==> config.mk <==
export PLATFORM = sky130hd
export DESIGN_NAME = hamming_codec
export DESIGN_NICKNAME = d
export VERILOG_FILES = /design/src/design/ham_pkg.sv /design/src/design/hamming_codec.sv
export SDC_FILE = /design/constraint.sdc
export NUM_CORES = 1
export LEC_CHECK = 0
export BUFFER_PORTS_ARGS = -buffer_cell sky130_fd_sc_hd__buf_4
export CORE_MARGIN = 1.5
export CORE_UTILIZATION = 53
export DETAILED_ROUTE_END_ITERATION = 12
export GPL_TIMING_DRIVEN = 1
export PLACE_DENSITY = 0.77
export SYNTH_ARGS = -nofsm -noshare
export SYNTH_HDL_FRONTEND = slang
export SYNTH_SLANG_ARGS = --single-unit
==> constraint.sdc <==
create_clock -name clk -period 5 [get_ports clk]
set_input_delay 0 -clock clk [delete_from_list [all_inputs] [get_ports clk]]
set_output_delay 0 -clock clk [all_outputs]
set_load 0.03 [all_outputs]
==> src/design/ham_pkg.sv <==
// Shared constants, status codes and elaboration-time helpers for the Hamming codec.
// No dependencies.
package ham_pkg;

  localparam int CODE_BITS     = 64;  // width of the codeword and data ports
  localparam int WIDTH_BITS    = 6;   // width of the data width register
  localparam int SYN_BITS      = 6;   // check bits needed by the longest codeword
  localparam int MAX_DATA_BITS = 57;  // data positions in a 64-position codeword
  localparam int EPOS_BITS     = 7;
  localparam int CHECK_SLOTS   = 7;   // power-of-two positions up to 64

  // Operation carried by the kind field of an input item.
  localparam logic KIND_ENCODE = 1'b0;
  localparam logic KIND_DECODE = 1'b1;

  typedef enum logic [1:0] {
    STATUS_OK        = 2'd0,
    STATUS_CORRECTED = 2'd1,
    STATUS_OUTSIDE   = 2'd2
  } status_t;

  // Code length n = k + r for a data width setting. A width of zero acts as one,
  // and widths whose codeword would not fit in CODE_BITS saturate.
  function automatic logic [WIDTH_BITS-1:0] code_len_for(logic [WIDTH_BITS-1:0] width);
    int k;
    int n;
    k = (width == '0) ? 1 : int'(width);
    if (k > MAX_DATA_BITS) k = MAX_DATA_BITS;
    n = 0;
    // Walk down so that the last hit is the smallest check count.
    for (int r = CHECK_SLOTS; r >= 0; r--) begin
      if ((1 << r) >= k + r + 1) n = k + r;
    end
    return WIDTH_BITS'(n);
  endfunction

  localparam logic [WIDTH_BITS-1:0] RESET_CODE_LEN = code_len_for(WIDTH_BITS'(4));

  // Codeword bit index (position minus one) that carries data bit d.
  function automatic int data_index(int d);
    int cnt;
    int idx;
    cnt = 0;
    idx = 0;
    for (int pos = 1; pos <= CODE_BITS; pos++) begin
      if ((pos & (pos - 1)) != 0) begin
        if (cnt == d) idx = pos - 1;
        cnt++;
      end
    end
    return idx;
  endfunction

  // Codeword bits covered by check j: positions whose index has bit j set.
  function automatic logic [CODE_BITS-1:0] group_mask(int j);
    logic [CODE_BITS-1:0] m;
    for (int i = 0; i < CODE_BITS; i++) begin
      m[i] = (((i + 1) >> j) & 1) != 0;
    end
    return m;
  endfunction

endpackage

==> src/design/hamming_codec.sv <==
// Single-error-correcting Hamming encoder and decoder, top level.
// Depends on ham_pkg for constants, status codes and the position tables.

// The codec takes one item per cycle while the output is not stalled. An item
// passes through an input register, one level of XOR trees with the data scatter or
// gather, and an output register. A stalled output holds its
// result while one more item waits in the input register. The data width register
// (write cfg_we with cfg_data, reset 4) sets k; the check count r is the smallest
// with 2^r >= k + r + 1, a width of 0 acts as 1 and widths above 57 act as 57.
// Check bits sit at positions 1, 2, 4, ... with codeword bit 0 as position 1.
// On decode a nonzero syndrome within the code length flips that bit (status 1);
// a syndrome beyond it leaves the word as is (status 2). Write the width only
// while no item is in flight.
module hamming_codec
  import ham_pkg::*;
(
  input  logic                  clk,
  input  logic                  rst,
  input  logic                  cfg_we,
  input  logic [WIDTH_BITS-1:0] cfg_data,
  input  logic                  in_valid,
  output logic                  in_ready,
  input  logic                  kind,
  input  logic [CODE_BITS-1:0]  data_in,
  output logic                  out_valid,
  input  logic                  out_ready,
  output logic [CODE_BITS-1:0]  data_out,
  output logic [1:0]            status,
  output logic [EPOS_BITS-1:0]  error_position
);

  logic [WIDTH_BITS-1:0] code_len;
  logic                  s1_valid;
  logic                  s1_kind;
  logic [CODE_BITS-1:0]  s1_word;
  logic                  advance;

  logic [CODE_BITS-1:0]     len_mask;
  logic [CODE_BITS-1:0]     placed;
  logic [CODE_BITS-1:0]     masked;
  logic [CODE_BITS-1:0]     check_bits;
  logic [CODE_BITS-1:0]     flip;
  logic [CODE_BITS-1:0]     fixed_word;
  logic [MAX_DATA_BITS-1:0] gathered;
  logic [SYN_BITS-1:0]      syn;
  logic                     syn_inside;

  logic [CODE_BITS-1:0] data_out_next;
  status_t              status_next;

  assign advance  = !out_valid || out_ready;
  assign in_ready = !s1_valid || advance;

  always_ff @(posedge clk) begin
    if (rst) begin
      code_len  <= RESET_CODE_LEN;
      s1_valid  <= 1'b0;
      out_valid <= 1'b0;
    end else begin
      if (cfg_we) code_len <= code_len_for(cfg_data);
      if (in_ready) s1_valid <= in_valid;
      if (advance) out_valid <= s1_valid;
    end
  end

  always_ff @(posedge clk) begin
    if (in_valid && in_ready) begin
      s1_kind <= kind;
      s1_word <= data_in;
    end
    if (advance && s1_valid) begin
      data_out       <= data_out_next;
      status         <= status_next;
      error_position <= s1_kind ? EPOS_BITS'(syn) : '0;
    end
  end

  // Fixed wiring between data bit order and codeword positions.
  for (genvar d = 0; d < MAX_DATA_BITS; d++) begin : g_map
    localparam int Idx = data_index(d);
    assign placed[Idx] = s1_word[d];
    assign gathered[d] = fixed_word[Idx];
  end

  for (genvar j = 0; j < CHECK_SLOTS; j++) begin : g_slot
    assign placed[(1 << j) - 1] = 1'b0;
  end

  for (genvar i = 0; i < CODE_BITS; i++) begin : g_len
    assign len_mask[i] = (EPOS_BITS'(i) < EPOS_BITS'(code_len));
  end

  // Encode checks the scattered data, decode checks the received word. Checks
  // above the code length cover no live position and come out zero.
  assign masked = (s1_kind ? s1_word : placed) & len_mask;

  for (genvar j = 0; j < SYN_BITS; j++) begin : g_par
    localparam logic [CODE_BITS-1:0] Group = group_mask(j);
    assign syn[j] = ^(masked & Group);
  end

  always_comb begin
    check_bits = '0;
    for (int j = 0; j < SYN_BITS; j++) begin
      check_bits[(1 << j) - 1] = syn[j];
    end
  end

  assign syn_inside = (syn != '0) && (syn <= code_len);
  assign flip       = syn_inside ? (CODE_BITS'(1) << (syn - SYN_BITS'(1))) : '0;
  assign fixed_word = masked ^ flip;

  always_comb begin
    if (s1_kind) begin
      data_out_next = CODE_BITS'(gathered);
      if (syn == '0) begin
        status_next = STATUS_OK;
      end else if (syn_inside) begin
        status_next = STATUS_CORRECTED;
      end else begin
        status_next = STATUS_OUTSIDE;
      end
    end else begin
      data_out_next = masked | check_bits;
      status_next   = STATUS_OK;
    end
  end

  // A zero status always comes with no reported position.
  a_ok_no_pos: assert property (@(posedge clk) disable iff (rst)
    out_valid && status == STATUS_OK |-> error_position == '0)
    else $error("clean result reports an error position");

  a_corr_inside: assert property (@(posedge clk) disable iff (rst)
    out_valid && status == STATUS_CORRECTED |->
      error_position != '0 && error_position <= EPOS_BITS'(code_len))
    else $error("corrected position outside the codeword");

  a_outside: assert property (@(posedge clk) disable iff (rst)
    out_valid && status == STATUS_OUTSIDE |-> error_position > EPOS_BITS'(code_len))
    else $error("out-of-range status with an in-range syndrome");

  a_no_code3: assert property (@(posedge clk) disable iff (rst)
    out_valid |-> status != 2'd3)
    else $error("undefined status code");

  a_stall_cause: assert property (@(posedge clk) disable iff (rst)
    !in_ready |-> s1_valid && out_valid && !out_ready)
    else $error("input stalled while the pipeline can move");

endmodule
# == Word-level counts from Yosys, hierarchy flattened ==
# Index checks and enable logic that the tools add are counted.
# word_totals
out_inout_bits,75
ff_bits,146
inputBits,76
# classes
mux,16
reduce_logical,17
order_cmp,73
n_shift,1
n_bitwise,4
addsub,15
# op_table
operator,n
64-bit XOR reduction,6
"32-bit by 2-bit adder with 32-bit output, second input constant",8
"6-bit < comparator, first input constant",31
"32-bit by 4-bit adder with 32-bit output, second input constant",4
"5-bit by 6-bit < comparator with 1-bit output, first input constant",16
"32-bit by 3-bit adder with 32-bit output, second input constant",2
64-bit by 63-bit bitwise AND with 64-bit output,1
32-bit 2-to-1 mux,2
64-bit 2-to-1 mux,1
64-bit by 32-bit bitwise OR with 64-bit output,1
63-bit 2-to-1 mux,1
"1-bit by 6-bit left shift with 63-bit output, first input constant",1
63-bit bitwise XOR,1
6-bit 2-to-1 mux,10
57-bit 2-to-1 mux,1
"4-bit by 6-bit < comparator with 1-bit output, first input constant",8
"2-bit by 32-bit >= comparator with 1-bit output, first input constant",1
"3-bit by 32-bit >= comparator with 1-bit output, first input constant",1
"4-bit by 32-bit >= comparator with 1-bit output, first input constant",1
"5-bit by 32-bit >= comparator with 1-bit output, first input constant",1
"6-bit by 32-bit >= comparator with 1-bit output, first input constant",1
"7-bit by 32-bit >= comparator with 1-bit output, first input constant",1
"8-bit by 32-bit >= comparator with 1-bit output, first input constant",1
"9-bit by 32-bit >= comparator with 1-bit output, first input constant",1
other kinds (14),24

# == Longest topological paths before layout ==
# depth
word_depth,17
mapped_depth,27
ltp_nobuf,20

# == Least setup slack after synthesis ==
# OpenSTA, ideal clock, no wires.
# synth_path
kind,reg-to-reg
startpoint,reg s1_kind
endpoint,reg data_out[42] (data pin)
path_slack_ns,-0.371
stages_incl_launch_ff,24
t_arrival_ns,5.105
synth_period_minus_slack_ns,5.371
cell_sequence,edfxtp_1 buf_6 buf_6 or2_2 o2111ai_1 xor2_1 xnor3_1 xnor3_1 xor3_2 inv_2 buf_6 ha_1 nor2b_1 o21a_1 o21a_1 o21a_1 o21ai_0 a32oi_1 nand2b_1 clkbuf_1 nor4b_1 nand3_1 xnor2_1 o21ai_0
# synth_via
elab_chain_len,8
# synth_rtl
element,line_no,rtl
"start, declared",hamming_codec.sv:34,logic s1_kind;
"start signal, assigned",hamming_codec.sv:68,s1_kind <= kind;
64-bit 2-to-1 mux *,hamming_codec.sv:95,assign masked = (s1_kind ? s1_word : placed) & len_mask;
64-bit by 63-bit bitwise AND with 64-bit output *,hamming_codec.sv:95,
64-bit XOR reduction *,hamming_codec.sv:99,assign syn[j] = ^(masked & Group);
net check_bits[1],hamming_codec.sv:41,logic [CODE_BITS-1:0] check_bits;
"6-bit by 1-bit subtractor with 6-bit output, or another cell as far along",hamming_codec.sv:110,assign flip = syn_inside ? (CODE_BITS'(1) << (syn - SYN_BITS'(1))) : '0;
1-bit by 6-bit left shift with 63-bit output or 1-bit logical AND (tied branches),"hamming_codec.sv:110, hamming_codec.sv:109",
63-bit 2-to-1 mux *,hamming_codec.sv:110,
63-bit bitwise XOR *,hamming_codec.sv:111,assign fixed_word = masked ^ flip;
57-bit 2-to-1 mux *,hamming_codec.sv:114,if (s1_kind) begin
net data_out_next[42],hamming_codec.sv:48,logic [CODE_BITS-1:0] data_out_next;
"end signal, assigned",hamming_codec.sv:72,data_out <= data_out_next;
"end, declared",hamming_codec.sv:27,"output logic [CODE_BITS-1:0] data_out,"
# The timed path passes the listed nets; every way through them passes the cells marked *.
# A chain may end at the register's enable or synchronous reset.

# == Worst setup path in the final report ==
# layout_path
startpoint,reg s1_kind
endpoint,reg data_out[15] (data pin)
# layout_via
elab_chain_len,8
# layout_rtl
element,line_no
64-bit 2-to-1 mux,hamming_codec.sv:95
64-bit by 63-bit bitwise AND with 64-bit output,hamming_codec.sv:95
64-bit XOR reduction,hamming_codec.sv:99
"6-bit by 1-bit subtractor with 6-bit output, or another cell as far along",hamming_codec.sv:110
1-bit by 6-bit left shift with 63-bit output or 1-bit logical AND (tied branches),"hamming_codec.sv:110, hamming_codec.sv:109"
63-bit 2-to-1 mux,hamming_codec.sv:110
63-bit bitwise XOR,hamming_codec.sv:111
57-bit 2-to-1 mux *,hamming_codec.sv:114
net data_out_next[15],hamming_codec.sv:48
# Marked as above.

==> qor.txt <==
status -> complete, but fails checks
failing checks -> negative setup slack
CORE AREA -> 20200 um2
die area -> 21400 um2
main combinational cell family by area after synthesis -> simple AND/OR/NAND/NOR gates
pin count of the biggest net entering global routing -> 72
CTS buffer count -> 17
worst reg-to-reg setup slack -> -110 ps
first-pass GRT wire length -> 60300 um
Final Cycle Share -> 1.02
max-slew violation count -> 0
RR Endpoint -> data_out[15]
antenna-violating nets left -> 0
drt first-iter violations -> 1216
Via-to-Cell Ratio -> 6.17
RSZ-0062 raised after global routing -> yes
Rel. slew slack -> 0.270
crit end category -> register
fin crit period -> 5110 ps
Core Rows -> 52
pre-CTS WS -> -196 ps
Final Hold Vio Count -> 0
Seq/Total Area, Yosys -> 0.386
fraction of registers with async set or reset after synthesis -> 0
Area Overhead vs Synth -> 45.9%
Buffers on Ports -> 147
Cell variety after synth -> 100
Crit path arrival time -> 5280 ps
worst path required time -> 5170 ps
vias in the first global route -> 10281
adder-cell share of the synthesized area -> 0.0297
die width -> 146 um
nets@finish -> 1595
leakage -> 6.24 nW
EDFF count, synth -> 135
CTS H-tree lvls -> 4
Synth Flop Type -> edfxtp_1
VDD IR-drop max -> 0.000525 V
CTS tree -> built
CTS clk-pin slew, worst paths -> 70 ps
Yosys reg bits -> 143
clock sinks -> 143
Critical R2R Launch -> s1_kind
Clock Skews -> 11.6 ps
initial antenna violation count -> 0
Hold EP -> s1_word[19]
Tot Pwr -> 7.65 mW
Worst R2R Path Depth -> 25
setup TNS -> -1230 ps
Synth Area in XOR/XNOR -> 0.143
WL final -> 41200 um
Simple-Gate Fraction of Synth Area -> 0.172
GRT overflow -> 0
total I/O pin count -> 151
Slew @ Worst Pin -> 1090 ps
via count -> 10985
hold path startpoint -> data_in[19]
Hold Crit Depth -> 2
final setup violation count -> 28
Total GRT Usage -> 0.374
layout cell share with drive strength beyond 1 -> 0.381
antenna fix cells -> 0
dpl hpwl -> 29400 um
first-pass iteration count of the detailed router -> 6
commonest non-fill, non-tap cell in the layout -> buf_4
Compound-Gate Fraction of Synth Area -> 0.155
Min-Delay Path Class -> input port to register
multiplexer area fraction after synthesis -> 0.0654
Crit Path Max Fanout -> 7
cell count after synthesis -> 1088
worst hold slack -> 277 ps
buffer levels on the longest clock path -> 2
design area -> 15900 um2
DR WL/cell -> 23.1 um
starting density of the core -> 0.539
mean area per synthesized cell -> 10.0 um2
number of remaining DRC errors -> 0
root buf cell -> clkbuf_16
most frequent cells in the layout -> buf_4 (374), edfxtp_1 (135), nand2_1 (86), xnor2_1 (83), nor2_1 (72)
synthesized area -> 10900 um2
YS warnings -> 0
setup ws final -> -114 ps
PD cells -> 481 nW/um2
RePlAce Congestion -> 0.988
Setup CP Type -> register to register
clk_lat worst skew -> 430 ps
Post-Place Cell Area -> 13700 um2
max_cap viols -> 0
CP Launch Type -> register
Die Span Y -> 146 um
fmax -> 196 MHz
==> state kept, by name, indices dropped and copies added (netlist names) <==
register / count
error_position: 6
s1_valid: 1
s1_word: 63
out_valid: 1
s1_kind: 1
data_out: 63
status: 2
code_len: 6
==> how the worst max path moves through the flow <==
stage,startpoint,depth (start not counted),to,slack (ps)
6_report,s1_kind,25,data_out[15],-110
3_5_place_dp,s1_kind,22,data_out[54],-200
2_1_floorplan,s1_kind,26,data_out[54],-130
4_1_cts,s1_kind,24,data_out[11],1
3_3_place_gp,s1_kind,22,data_out[54],-170
5_1_grt,s1_kind,25,data_out[15],-290
==> critical path, cell delays in order (launching register included) <==
cell,delay (ps)
edfxtp_1,420
buf_12,170
buf_4,140
mux2_2,310
o21a_1,110
o21ai_0,180
a22oi_1,100
buf_4,160
xnor2_1,210
xnor3_1,420
xor3_2,420
inv_2,90
ha_4,200
nor2b_4,120
o21a_1,150
o21a_1,160
o21a_1,180
o21ai_2,120
a32oi_2,90
buf_4,170
nor2_4,90
buf_6,120
nand4b_1,230
nor3_2,280
xnor2_1,150
o21ai_1,80
==> synthesized netlist by cell type, drive strengths merged, types with 18 or more instances <==
cell type / instances / area, um2
edfxtp: 135 / 4050
ha: 21 / 263
mux2i: 55 / 567
xor2: 35 / 314
nor3: 33 / 191
nor2: 81 / 322
nand2: 88 / 333
xnor2: 93 / 860
nand3: 41 / 223
buf: 37 / 283
inv: 26 / 97.6
a21oi: 68 / 352
o21ai: 38 / 194
clkbuf: 38 / 143
a211oi: 18 / 150
o22ai: 19 / 119
==> logic make-up after synthesis <==
kind of cell             count (synthesis)
other                                    1
adder cells (fa/ha/maj)                 27
AND/OR/NAND/NOR                        356
XOR/XNOR                               145
flip-flops                             143
buffers and inverters                  102
AO/OA/AOI/OAI                          246
multiplexers                            68
==> per-stage QoR <==
step                cells  utilization
floorplan            1089            -
global placement     1652        0.680
detailed placement   1652        0.680
CTS                  1770        0.761
global route         1781        0.786
finish               1781        0.786
==> layout make-up <==
cell class                      instances  area [um2]
Clock buffer                           19         433
Clock inverter                         13         154
Fill cell                            1256        4320
Inverter                               27         101
Multi-Input combinational cell        844        6780
Sequential cell                       143        4220
Tap cell                              270         338
Timing Repair Buffer                  465        3890
==> what timing repair did <==
item,CTS,global route
endpoints found under the setup margin,54,56
hold buffers,70,0
setup buffers,16,10
gates cloned,2,1
endpoints found under the hold margin,72,0
gates resized for setup,42,78
pin swaps,28,51
==> power breakdown <==
group / switching [mW] / leakage (nW) / internal [mW]
logic: 2.93 / 4.62 / 1.91
clock network: 0.547 / 0.273 / 0.746
registers: 0.0544 / 1.35 / 1.47
total: 3.53 / 6.24 / 4.12
==> layer usage <==
layer	routed length, um	GRT usage	part of all wire
met5	0	0	0
met4	2070	0.151	0.050
met3	4130	0.0819	0.10
met2	19100	0.602	0.46
met1	15900	0.492	0.39
(Power assumes the default switching activity.)
